[config.mk]
export PLATFORM = sky130hd
export DESIGN_NAME = drowsiness_alert_classifier
export DESIGN_NICKNAME = d
export VERILOG_FILES = /design/src/design/dac_pkg.sv /design/src/design/dac_smooth.sv /design/src/design/dac_classify.sv /design/src/design/drowsiness_alert_classifier.sv
export SDC_FILE = /design/constraint.sdc
export NUM_CORES = 2
export LEC_CHECK = 0
export ABC_AREA = 1
export BUFFER_PORTS_ARGS = -buffer_cell sky130_fd_sc_hd__buf_2
export CAP_MARGIN = 20
export CORE_UTILIZATION = 45
export CTS_CLUSTER_DIAMETER = 200
export DETAILED_ROUTE_END_ITERATION = 8
export GPL_ROUTABILITY_DRIVEN = 0
export GPL_TIMING_DRIVEN = 0
export HOLD_SLACK_MARGIN = 0.15
export MAX_ROUTING_LAYER = met4
export PLACE_DENSITY = 0.58
export SLEW_MARGIN = 20
export SYNTH_ARGS = -nofsm -noshare
export SYNTH_HDL_FRONTEND = slang
export SYNTH_SLANG_ARGS = --single-unit
export TNS_END_PERCENT = 50
[constraint.sdc]
create_clock -name clock -period 13.4 [get_ports clock]
set_input_delay 1.34 -clock clock [delete_from_list [all_inputs] [get_ports clock]]
set_output_delay 1.34 -clock clock [all_outputs]
set_load 0.02 [all_outputs]
[src/design/dac_pkg.sv]
// Shared types and constants for the drowsiness alert classifier.
// Holds register defaults, register indexes, status codes and stage structs.
// No dependencies.
package dac_pkg;

   // Fixed field widths
   localparam int CalibSeenW  = 5;
   localparam int CalibTotalW = 21;

   // Register defaults after reset
   localparam logic [8:0]         ALPHA_RESET     = 9'd77;
   localparam logic [15:0]        EAR_DEF_RESET   = 16'd1024;
   localparam logic [15:0]        MAR_RESET       = 16'd2458;
   localparam logic [13:0]        YAW_THR_RESET   = 14'd6400;
   localparam logic signed [14:0] PITCH_THR_RESET = 15'sd5120;
   localparam logic [15:0]        CLOSED_RESET    = 16'd1000;

   // Full weight of the new sample, and the lower bound of the learned threshold
   localparam logic [8:0]  ALPHA_FULL = 9'd256;
   localparam logic [15:0] EAR_FLOOR  = 16'd614;

   typedef enum logic [2:0] {
      REG_ALPHA     = 3'd0,
      REG_EAR_DEF   = 3'd1,
      REG_MAR       = 3'd2,
      REG_YAW_THR   = 3'd3,
      REG_PITCH_THR = 3'd4,
      REG_CLOSED    = 3'd5
   } reg_index_type;

   typedef enum logic [2:0] {
      STATUS_OK    = 3'd0,
      STATUS_ALERT = 3'd1,
      STATUS_YAWN  = 3'd2,
      STATUS_SIDE  = 3'd3,
      STATUS_DOWN  = 3'd4
   } status_type;

   typedef struct packed {
      logic [8:0]         alpha;
      logic [15:0]        ear_default;
      logic [15:0]        mar_thr;
      logic [13:0]        yaw_thr;
      logic signed [14:0] pitch_thr;
      logic [15:0]        closed_ms;
   } cfg_type;

   // Item leaving the smoothing stage
   typedef struct packed {
      logic [15:0]        eye_avg;
      logic [15:0]        mouth_avg;
      logic signed [14:0] yaw_avg;
      logic               pitch_down;
      logic [31:0]        time_ms;
   } smooth_type;

   // Item leaving the classification stage
   typedef struct packed {
      status_type  status;
      logic [15:0] blinks;
      logic [15:0] smoothed_eye;
      logic [15:0] eye_limit;
      logic        is_calibrated;
   } result_type;

endpackage

[src/design/dac_smooth.sv]
// Smoothing stage: exponential averages of eye ratio, mouth ratio and yaw,
// plus the raw pitch compare, registered into the stage output.
// Depends on dac_pkg.
module dac_smooth (
   input  logic               clock,
   input  logic               reset,
   input  dac_pkg::cfg_type   cfg,
   input  logic               in_valid,
   output logic               in_ready,
   input  logic [15:0]        eye_ratio,
   input  logic [15:0]        mouth_ratio,
   input  logic signed [14:0] yaw_angle,
   input  logic signed [14:0] pitch_angle,
   input  logic [31:0]        time_ms,
   output logic               out_valid,
   input  logic               out_ready,
   output dac_pkg::smooth_type out_item
);
   import dac_pkg::*;

   logic [15:0]        eye_avg_ff, eye_avg_in;
   logic [15:0]        mouth_avg_ff, mouth_avg_in;
   logic signed [14:0] yaw_avg_ff, yaw_avg_in;
   logic               valid_ff;
   smooth_type         item_ff;

   logic [8:0]         weight;
   logic [8:0]         keep;
   logic signed [9:0]  weight_s;
   logic signed [9:0]  keep_s;
   logic [24:0]        eye_sum;
   logic [24:0]        mouth_sum;
   logic signed [24:0] yaw_old_p;
   logic signed [24:0] yaw_new_p;
   logic signed [25:0] yaw_sum;
   logic signed [25:0] yaw_shift;
   logic               accept;

   // Saturate the weight at a whole sample
   assign weight   = (cfg.alpha > ALPHA_FULL) ? ALPHA_FULL : cfg.alpha;
   assign keep     = ALPHA_FULL - weight;
   assign weight_s = $signed({1'b0, weight});
   assign keep_s   = $signed({1'b0, keep});

   // Unsigned averages: the weighted sum stays below 2^24
   assign eye_sum    = 25'(eye_avg_ff) * 25'(keep) + 25'(eye_ratio) * 25'(weight);
   assign mouth_sum  = 25'(mouth_avg_ff) * 25'(keep) + 25'(mouth_ratio) * 25'(weight);
   assign eye_avg_in   = eye_sum[23:8];
   assign mouth_avg_in = mouth_sum[23:8];

   // Signed average: arithmetic shift rounds toward minus infinity
   assign yaw_old_p  = 25'(yaw_avg_ff) * 25'(keep_s);
   assign yaw_new_p  = 25'(yaw_angle) * 25'(weight_s);
   assign yaw_sum    = {yaw_old_p[24], yaw_old_p} + {yaw_new_p[24], yaw_new_p};
   assign yaw_shift  = yaw_sum >>> 8;
   assign yaw_avg_in = yaw_shift[14:0];

   assign in_ready  = !valid_ff || out_ready;
   assign accept    = in_valid && in_ready;
   assign out_valid = valid_ff;
   assign out_item  = item_ff;

   // Advance averages and the stage register on each accepted item
   always_ff @(posedge clock) begin
      if (reset) begin
         eye_avg_ff   <= '0;
         mouth_avg_ff <= '0;
         yaw_avg_ff   <= '0;
         valid_ff     <= 1'b0;
      end else if (accept) begin
         eye_avg_ff   <= eye_avg_in;
         mouth_avg_ff <= mouth_avg_in;
         yaw_avg_ff   <= yaw_avg_in;
         valid_ff     <= 1'b1;
      end else if (out_ready) begin
         valid_ff <= 1'b0;
      end
   end

   // Payload: no reset needed
   always_ff @(posedge clock) begin
      if (accept) begin
         item_ff.eye_avg    <= eye_avg_in;
         item_ff.mouth_avg  <= mouth_avg_in;
         item_ff.yaw_avg    <= yaw_avg_in;
         item_ff.pitch_down <= (pitch_angle > cfg.pitch_thr);
         item_ff.time_ms    <= time_ms;
      end
   end

endmodule

[src/design/dac_classify.sv]
// Classification stage: calibration of the eye threshold, closure timing,
// blink count and status priority, registered into the result.
// Depends on dac_pkg.
module dac_classify #(
   parameter int CALIB_COUNT = 30
) (
   input  logic                clock,
   input  logic                reset,
   input  dac_pkg::cfg_type    cfg,
   input  logic                in_valid,
   output logic                in_ready,
   input  dac_pkg::smooth_type in_item,
   output logic                out_valid,
   input  logic                out_ready,
   output dac_pkg::result_type out_item
);
   import dac_pkg::*;

   // floor(11*total / (20*CALIB_COUNT)) by reciprocal multiplication
   localparam int              Den     = 20 * CALIB_COUNT;
   localparam int              NumW    = CalibTotalW + 4;
   localparam int              DenW    = 10;
   localparam int              Shift   = NumW + DenW;
   localparam int              RecipW  = 31;
   localparam int              ProdW   = NumW + RecipW;
   localparam longint unsigned Recip   = ((64'd1 << Shift) + 64'(Den) - 64'd1) / 64'(Den);
   localparam logic [RecipW-1:0] RecipC = RecipW'(Recip);

   logic                   shut_ff, shut_in;
   logic [31:0]            since_ff, since_in;
   logic [15:0]            blinks_ff, blinks_in;
   logic [CalibSeenW-1:0]  seen_ff, seen_in;
   logic [CalibTotalW-1:0] total_ff, total_in;
   logic                   done_ff, done_in;
   logic [15:0]            learned_ff, learned_in;
   logic                   valid_ff;
   result_type             item_ff;

   logic [NumW-1:0]        numer;
   logic [ProdW-1:0]       prod;
   logic [CalibTotalW-1:0] quot;
   logic [15:0]            thr_calc;
   logic [15:0]            limit;
   logic [31:0]            elapsed;
   logic [14:0]            yaw_abs;
   status_type             status;
   logic                   accept;

   assign in_ready  = !valid_ff || out_ready;
   assign accept    = in_valid && in_ready;
   assign out_valid = valid_ff;
   assign out_item  = item_ff;

   // Learned threshold from the running sum including this frame
   assign total_in = total_ff + CalibTotalW'(in_item.eye_avg);
   assign numer    = NumW'(total_in) * NumW'(11);
   assign prod     = ProdW'(numer) * ProdW'(RecipC);
   assign quot     = prod[Shift +: CalibTotalW];
   assign thr_calc = (quot < CalibTotalW'(EAR_FLOOR)) ? EAR_FLOOR : quot[15:0];

   // Calibration bookkeeping
   always_comb begin
      seen_in    = seen_ff;
      done_in    = done_ff;
      learned_in = learned_ff;
      if (!done_ff) begin
         seen_in = seen_ff + CalibSeenW'(1);
         if (seen_in >= CalibSeenW'(CALIB_COUNT)) begin
            learned_in = thr_calc;
            done_in    = 1'b1;
         end
      end
   end

   assign limit   = done_in ? learned_in : cfg.ear_default;
   assign elapsed = in_item.time_ms - since_ff;
   assign yaw_abs = in_item.yaw_avg[14] ? 15'(-in_item.yaw_avg) : 15'(in_item.yaw_avg);

   // Closure timing, blink count and status priority
   always_comb begin
      shut_in   = shut_ff;
      since_in  = since_ff;
      blinks_in = blinks_ff;
      status    = STATUS_OK;
      if (in_item.eye_avg < limit) begin
         if (!shut_ff) begin
            since_in = in_item.time_ms;
            shut_in  = 1'b1;
         end else if (elapsed >= 32'(cfg.closed_ms)) begin
            status = STATUS_ALERT;
         end
      end else if (shut_ff) begin
         if (blinks_ff != 16'hFFFF) begin
            blinks_in = blinks_ff + 16'd1;
         end
         shut_in = 1'b0;
      end
      if (in_item.mouth_avg > cfg.mar_thr) begin
         status = STATUS_YAWN;
      end
      if (yaw_abs > {1'b0, cfg.yaw_thr}) begin
         status = STATUS_SIDE;
      end
      if (in_item.pitch_down) begin
         status = STATUS_DOWN;
      end
   end

   // Update state on each accepted item
   always_ff @(posedge clock) begin
      if (reset) begin
         shut_ff    <= 1'b0;
         since_ff   <= '0;
         blinks_ff  <= '0;
         seen_ff    <= '0;
         total_ff   <= '0;
         done_ff    <= 1'b0;
         learned_ff <= '0;
         valid_ff   <= 1'b0;
      end else if (accept) begin
         shut_ff    <= shut_in;
         since_ff   <= since_in;
         blinks_ff  <= blinks_in;
         seen_ff    <= seen_in;
         if (!done_ff) begin
            total_ff <= total_in;
         end
         done_ff    <= done_in;
         learned_ff <= learned_in;
         valid_ff   <= 1'b1;
      end else if (out_ready) begin
         valid_ff <= 1'b0;
      end
   end

   // Result register
   always_ff @(posedge clock) begin
      if (accept) begin
         item_ff.status        <= status;
         item_ff.blinks        <= blinks_in;
         item_ff.smoothed_eye  <= in_item.eye_avg;
         item_ff.eye_limit     <= limit;
         item_ff.is_calibrated <= done_in;
      end
   end

endmodule

[src/design/drowsiness_alert_classifier.sv]
// Top level of the drowsiness alert classifier: register file, smoothing
// stage and classification stage. Depends on dac_pkg, dac_smooth, dac_classify.
//
//   channel  direction  item
//   req_     in         one face measurement per frame (96-bit tdata)
//   rsp_     out        one status result per measurement (56-bit tdata)
//   csr_     in         register write: index and data
//
// One item per cycle sustained while rsp_tready stays high. The smoothing
// register loads at the accepting edge and the result register loads from it,
// after the calibration and status logic; rsp_tvalid is its valid flag.
// Reset clears averages, counters and calibration, and loads register defaults.
// Each stage holds its item while the stage after it is full and stalled, so a
// stall on rsp_tready backs up into req_tready only once both stages are occupied.
module drowsiness_alert_classifier #(
   parameter int CALIB_COUNT = 30
) (
   input  logic        clock,
   input  logic        reset,
   input  logic        req_tvalid,
   output logic        req_tready,
   // eye_ratio[15:0], mouth_ratio[31:16], yaw_angle[46:32], pitch_angle[61:47],
   // time_ms[93:62], zero[95:94]
   input  logic [95:0] req_tdata,
   output logic        rsp_tvalid,
   input  logic        rsp_tready,
   // status[2:0], blinks[18:3], smoothed_eye[34:19], eye_limit[50:35],
   // is_calibrated[51], zero[55:52]
   output logic [55:0] rsp_tdata,
   input  logic        csr_valid,
   output logic        csr_ready,
   input  logic [2:0]  csr_index,
   input  logic [15:0] csr_wdata
);
   import dac_pkg::*;

   cfg_type    cfg_ff;
   logic       mid_valid;
   logic       mid_ready;
   smooth_type mid_item;
   result_type rsp_item;

   assign csr_ready = 1'b1;

   // Register file: writes beyond the list are dropped
   always_ff @(posedge clock) begin
      if (reset) begin
         cfg_ff.alpha       <= ALPHA_RESET;
         cfg_ff.ear_default <= EAR_DEF_RESET;
         cfg_ff.mar_thr     <= MAR_RESET;
         cfg_ff.yaw_thr     <= YAW_THR_RESET;
         cfg_ff.pitch_thr   <= PITCH_THR_RESET;
         cfg_ff.closed_ms   <= CLOSED_RESET;
      end else if (csr_valid) begin
         case (csr_index)
            REG_ALPHA:     cfg_ff.alpha       <= csr_wdata[8:0];
            REG_EAR_DEF:   cfg_ff.ear_default <= csr_wdata;
            REG_MAR:       cfg_ff.mar_thr     <= csr_wdata;
            REG_YAW_THR:   cfg_ff.yaw_thr     <= csr_wdata[13:0];
            REG_PITCH_THR: cfg_ff.pitch_thr   <= $signed(csr_wdata[14:0]);
            REG_CLOSED:    cfg_ff.closed_ms   <= csr_wdata;
            default: ;
         endcase
      end
   end

   dac_smooth u_smooth (
      .clock       (clock),
      .reset       (reset),
      .cfg         (cfg_ff),
      .in_valid    (req_tvalid),
      .in_ready    (req_tready),
      .eye_ratio   (req_tdata[15:0]),
      .mouth_ratio (req_tdata[31:16]),
      .yaw_angle   ($signed(req_tdata[46:32])),
      .pitch_angle ($signed(req_tdata[61:47])),
      .time_ms     (req_tdata[93:62]),
      .out_valid   (mid_valid),
      .out_ready   (mid_ready),
      .out_item    (mid_item)
   );

   dac_classify #(
      .CALIB_COUNT (CALIB_COUNT)
   ) u_classify (
      .clock     (clock),
      .reset     (reset),
      .cfg       (cfg_ff),
      .in_valid  (mid_valid),
      .in_ready  (mid_ready),
      .in_item   (mid_item),
      .out_valid (rsp_tvalid),
      .out_ready (rsp_tready),
      .out_item  (rsp_item)
   );

   // Pack the result, first field lowest
   assign rsp_tdata = {4'b0000, rsp_item.is_calibrated, rsp_item.eye_limit,
                       rsp_item.smoothed_eye, rsp_item.blinks, rsp_item.status};

endmodule

* Word-level counts from Yosys, hierarchy flattened
Cells that the tools add are included.
Storage, ports and cells: register bits 359, bits of input ports 120
Cells by class: $add $sub $neg 9, multipliers 8, $lt $le $gt $ge 8, equality and inequality tests 6, mux-type cells 21, bitwise gates (word level) 2, reductions and logical operators 17
Operators by type and width (count):
- 16-bit two-way mux | 7
- 16-bit by 9-bit multiplier with 24-bit output | 4
- 25-bit by 26-bit multiplier with 51-bit output (second input constant) | 1
- 24-bit adder | 2
- 15-bit by 10-bit multiplier with 23-bit output | 2
- 32-bit by 16-bit greater-or-equal comparator with 1-bit output | 1
- 32-bit subtractor | 1
- 21-bit by 4-bit multiplier with 25-bit output (second input constant) | 1
- 23-bit adder | 1
- 21-bit by 16-bit adder with 21-bit output | 1
- 16-bit by 1-bit adder with 16-bit output (second input constant) | 1
- 16-bit > comparator | 1
- 16-bit by 10-bit < comparator with 1-bit output (second input constant) | 1
- 16-bit < comparator | 1
- 16-bit != test (second input constant) | 1
- 15-bit by 14-bit > comparator with 1-bit output | 1
- 15-bit > comparator | 1
- 15-bit two-way mux | 1
- 15-bit negator | 1
- 2-bit AND reduction | 7
- 3-bit two-way mux | 4
- 9-bit > comparator (second input constant) | 1
- 9-bit two-way mux | 1
- 9-bit subtractor (first input constant) | 1
- 13 further kinds | 27

* Depth between registers and ports, before layout
word-level depth 12, depth in mapped cells 85

* Cells and area by module
Synthesis repeated with hierarchy kept, for this count alone.
Second synthesis, totals: cell total of the unflattened synthesis 7714, area total of the unflattened synthesis 60740.8 µm²
By module, submodules not included:
- dac_smooth | times used 1, cells an instance 3892, area each 32346.0 µm²
- dac_classify | times used 1, cells an instance 3336, area each 24880.1 µm²
- drowsiness_alert_classifier | times used 1, cells an instance 486, area each 3514.6 µm²

* Worst setup path before layout
No wires, ideal clock.
path kind reg2reg, start point reg u_smooth.item_ff (netlist bit u_smooth.out_item[64]), end point reg u_classify.blinks_ff[12], arrival time 11824 ps, required time 13343 ps, setup slack 1519 ps, cell stages (with the launch flop) 73, buffers on the path 1, period minus slack after synthesis 11881 ps, cells stage by stage edfxtp_1 > ha_1 > fa_1 > nand2_1 > inv_1 > nand2_1 > nand2_1 > nand3_1 > nand2_1 > nand2_1 > nand2_1 > a21oi_1 > inv_1 > a21oi_1 > inv_1 > a21oi_1 > o21bai_1 > xor2_1 > [37 not listed] > nor2_1 > nand2_1 > nor2_1 > nand2_2 > nand2_1 > o22ai_1 > o21ai_0 > inv_1 > ha_1 > a21oi_1 > nor2_1 > a211oi_1 > o221a_2 > buf_1 > nand3_1 > nand3_1 > nand2_1 > inv_1
On the way: longest elaborated chain between the ends 10
Ends and longest elaborated chain:
- start: declaration | RTL line dac_smooth.sv:25 | smooth_type item_ff;
- 21-bit by 16-bit adder with 21-bit output * | RTL line dac_classify.sv:55 | assign total_in = total_ff + CalibTotalW'(in_item.eye_avg);
- via u_classify.total_in[12] | RTL line dac_classify.sv:33 | logic [CalibTotalW-1:0] total_ff, total_in;
- 21-bit by 4-bit multiplier with 25-bit output * | RTL line dac_classify.sv:56 | assign numer = NumW'(total_in) * NumW'(11);
- 25-bit by 26-bit multiplier with 51-bit output * | RTL line dac_classify.sv:57 | assign prod = ProdW'(numer) * ProdW'(RecipC);
- 16-bit by 10-bit < comparator with 1-bit output | RTL line dac_classify.sv:59 | assign thr_calc = (quot < CalibTotalW'(EAR_FLOOR)) ? EAR_FLOOR : quot[15:0];
- 16-bit two-way mux * | RTL line dac_classify.sv:59
- 16-bit two-way mux * | RTL line dac_classify.sv:68 | if (seen_in >= CalibSeenW'(CALIB_COUNT)) begin
- 16-bit two-way mux * | RTL line dac_classify.sv:66 | if (!done_ff) begin
- 16-bit two-way mux * | RTL line dac_classify.sv:75 | assign limit = done_in ? learned_in : cfg.ear_default;
- via u_classify.limit[9] | RTL line dac_classify.sv:43 | logic [15:0] limit;
- 16-bit < comparator * | RTL line dac_classify.sv:85 | if (in_item.eye_avg < limit) begin
- 16-bit two-way mux * | RTL line dac_classify.sv:85
- end signal: assignment | RTL line dac_classify.sv:123 | blinks_ff <= blinks_in;
- end: declaration | RTL line dac_classify.sv:31 | logic [15:0] blinks_ff, blinks_in;
Mark *: on every way through the listed nets, which the timed path passes. The rest lies on a longest branch. A chain may end at the register's enable or synchronous reset.

* Worst setup path after layout
start point reg u_smooth.item_ff (netlist bit u_smooth.out_item[64]), end point reg u_classify.since_ff[29]
On the way: longest elaborated chain between the ends 10
Ends and longest elaborated chain:
- 21-bit by 16-bit adder with 21-bit output * | RTL line dac_classify.sv:55
- via u_classify.total_in[12] | RTL line dac_classify.sv:33
- 21-bit by 4-bit multiplier with 25-bit output * | RTL line dac_classify.sv:56
- 25-bit by 26-bit multiplier with 51-bit output * | RTL line dac_classify.sv:57
- 16-bit by 10-bit < comparator with 1-bit output | RTL line dac_classify.sv:59
- 16-bit two-way mux * | RTL line dac_classify.sv:59
- 16-bit two-way mux * | RTL line dac_classify.sv:68
- 16-bit two-way mux * | RTL line dac_classify.sv:66
- 16-bit two-way mux * | RTL line dac_classify.sv:75
- via u_classify.limit[5] | RTL line dac_classify.sv:43
- 16-bit < comparator * | RTL line dac_classify.sv:85
- 3-bit AND reduction (no source line) *
- end signal: assignment | RTL line dac_classify.sv:122 | since_ff <= since_in;
- end: declaration | RTL line dac_classify.sv:30 | logic [31:0] since_ff, since_in;
Marked as above.

==> impl_results.md <==
- Post-DP HPWL: 151000 µm
- Syn Inst Count: 7266
- Post-synth EDFFs: 132
- Number of fill cells: 12800
- Hold Path Cell Cnt: 2
- Top_reg_cell synth: dfxtp_1
- # rows: 132
- Crit end category: flip-flop
- Wire per inst: 19.2 µm
- Layout Skew: 0.0252 ns
- Reg-to-reg startpoint: u_smooth.out_item[64]$_DFFE_PP_
- DIE AREA: 132000 µm²
- Worst setup SP type: flip-flop
- Final WS setup: 0.650 ns
- Critical path's most frequent cell: nand2_1
- Initial antenna violation count: 7
- Synth Warn #: 0
- DRC violation count after routing: 0
- Post-Synthesis Cell Area: 58900 µm²
- Max-cap violation count: 0
- Fin. Hold Viols: 0
- Crit-path max cell delay: 0.56 ns
- Root Buffer Master: clkbuf_16
- Core area: 130000 µm²
- Worst Hold End: cfg_ff[18]$_SDFFE_PP0P_
- Top routing layer in use: met4
- Ports: 179
- GRT Total Usage: 0.281
- Sequential fraction of the synthesis area: 0.144
- Pre-CTS setup slack: -0.515 ns
- Met2 WL post-DR: 82400 µm
- Worst path slowest cell: fa_1
- Worst EP required: 13.90 ns
- Crit Path Max Fanout: 10
- Class of the worst hold path: flip-flop to flip-flop
- R2r setup slk: 0.65 ns
- Placed Cells: 9154
- Most frequent cells in the layout: inv_1 (1941), nand2_1 (1399), fa_1 (982)
- CTS Buffer Depth: 3
- WL met3: 12200 µm
- Fin crit share: 0.951
- Clk sinks: 359
- Later-pin clock latency in the skew report: 0.61 ns
- Die X: 364 µm
- Number of global-route vias before repair: 46800
- Antenna Nets Post-Route: 0
- Share of synthesized registers carrying an async set or reset: 0
- Top-area cell type share of the netlist area: 0.334
- Crit Path Class: flip-flop to flip-flop
- Total CTS buffers: 42
- Largest cells by area after synthesis: fa_1 (33%), ha_1 (14%), inv_1 (12%)
- Slew Limit Fails: 0
- Vias per cell: 5.06
- Worst relative slew slack: 0.201
- Initial DRC Count: 3662
- Syn_area_per_cell: 8.11 µm²
- Area grow syn2layout: 8.57%
- GRT overflow: 0
- TritonCTS clock tree: built
- Pre-antenna DRT Iters: 6
- Reg2reg end: u_classify.since_ff[29]$_SDFFE_PP0P_
- Crit path from: u_smooth.out_item[64]$_DFFE_PP_
- Crit path time final: 12.75 ns
- Synth unique cells: 61
- Die height: 364 µm
- Clock slew at reported path FFs: 0.06 ns
- Nets: 9240
- Initial Util: 0.455
- Yosys top cell by area: fa_1
- Layout cells sized above 1: 0.0517
- H-Tree Level Count: 2
- Routed vias: 46900
- Arrival time worst endpoint: 13.25 ns
- FF-to-FF path depth: 68
- Least-Margin Pin Slew: 1.20 ns
- Final setup viols: 0
- Layout Cells excl Fill: 9260
- Status: completed
- Largest net degree at the start of global routing: 57
- First-pass GRT wire length: 274000 µm
- Number of port buffers: 141
- RSZ-0062 raised after global routing: true
- Fmax: 78.4 MHz
- Commonest non-fill, non-tap cell in the layout: inv_1
- WL final: 177000 µm
- HP Start: cfg_ff[18]$_SDFFE_PP0P_
- M1 WL: 76900 µm
- Synth Register Bits: 359
==> how the worst max path moves through the flow <==
stage                                       endpoint  slack [ns]  depth (start not counted)
2_1_floorplan  u_classify.blinks_ff[12]$_SDFFE_PP0P_        1.52                         72
3_3_place_gp   u_classify.blinks_ff[14]$_SDFFE_PP0P_       -0.53                         69
3_5_place_dp   u_classify.out_item[49]$_SDFFCE_PP0P_       -0.51                         67
4_1_cts        u_classify.out_item[49]$_SDFFCE_PP0P_        0.03                         72
5_1_grt          u_classify.since_ff[3]$_SDFFE_PP0P_       -0.09                         70
6_report        u_classify.since_ff[29]$_SDFFE_PP0P_        0.65                         68
==> sequential cells by signal (all words and copies together) (netlist names), 21 cells and up <==
name and flops:
u_classify.since_ff 32, u_classify.total_ff 21, u_classify.out_item 52, cfg_ff 86
u_smooth.out_item 80
==> worst max-delay path, delay by kind of cell (launching register included) <==
family                     cells  cell delay, ns
adders and majority gates     13            5.50
buffers and inverters         11            1.04
xor gates and xnor gates       2            0.51
AOI/OAI and AO/OA             16            2.39
and+or+nand+nor               26            2.67
DFF                            1            0.51
==> stage by stage <==
| stage | setup TNS [ns] | utilization | hold slack (ns) | instance area (µm²) |
|---|---|---|---|---|
| after floorplan | 0 | - | 0.425 | 58900 |
| after global placement | -25.25 | 0.477 | 0.449 | 61800 |
| after detailed placement | -26.83 | 0.477 | 0.454 | 61900 |
| after CTS | 0 | 0.489 | 0.464 | 63500 |
| after global routing | -2.34 | 0.493 | 0.484 | 64000 |
| final | 0 | 0.493 | 0.459 | 64000 |
==> cells in the mapped netlist (3+ instances only) <==
cell type,instances
buf_2,7
clkinv_1,6
a221oi_1,5
o21ai_0,268
nor4_1,10
nand4_1,41
buf_4,13
xnor2_1,58
and2_1,4
o21bai_1,15
o21ai_1,6
a21oi_1,332
xor2_1,128
fa_1,983
or2_2,7
a211oi_1,9
inv_1,1941
nor2_2,6
nand2_1,1405
inv_2,4
nor2_1,531
nand2_2,15
nor3_1,37
a21boi_0,4
o21ai_2,3
ha_1,659
o211ai_1,33
o21a_1,6
o22ai_1,7
buf_1,52
dfxtp_1,227
buf_6,4
clkbuf_2,9
o31ai_1,4
o221ai_1,5
a21o_1,10
nand3_1,116
a31oi_1,7
clkbuf_1,130
edfxtp_1,132
==> routing by layer <==
layer	vias up	global-route usage
met2	1503	0.449
met3	251	0.0354
met5	-	-
met1	23100	0.373
met4	0	0.0831
li1	22100	-
==> logic make-up (layout without fill, tap and decap cells) <==
family          count (synthesis)  count (layout)  synth area share
compound gates                726             726            0.0672
xor+xnor                      186             186            0.0276
fa+ha+maj                    1642            1642             0.474
buf+inv                      2166            2409             0.140
flops                         359             359             0.144
other cells                     2              11          0.000127
simple gates                 2185            2185             0.147
==> area by class of cell <==
type | instances | area (µm²) | area share
Multi-Input combinational cell | 4744 | 42600 | 0.665
Timing Repair Buffer | 165 | 936 | 0.0146
Sequential cell | 359 | 8510 | 0.133
Antenna cell | 6 | 15.0 | 0.000235
Inverter | 1951 | 7330 | 0.115
Clock buffer | 55 | 1250 | 0.0195
Tap cell | 1742 | 2180 | 0.0341
Buffer | 215 | 941 | 0.0147
Clock inverter | 23 | 267 | 0.00417
==> repair_timing <==
item,4_1_cts,5_1_grt
setup endpoints to repair,66,66
pin swaps,2,24
hold buffers,0,0
setup buffers,1,20
resized for setup,17,72
cloned,0,1
Power is not shown: default switching activity piles up to over one toggle a cycle in this logic, so the estimate is an artifact.
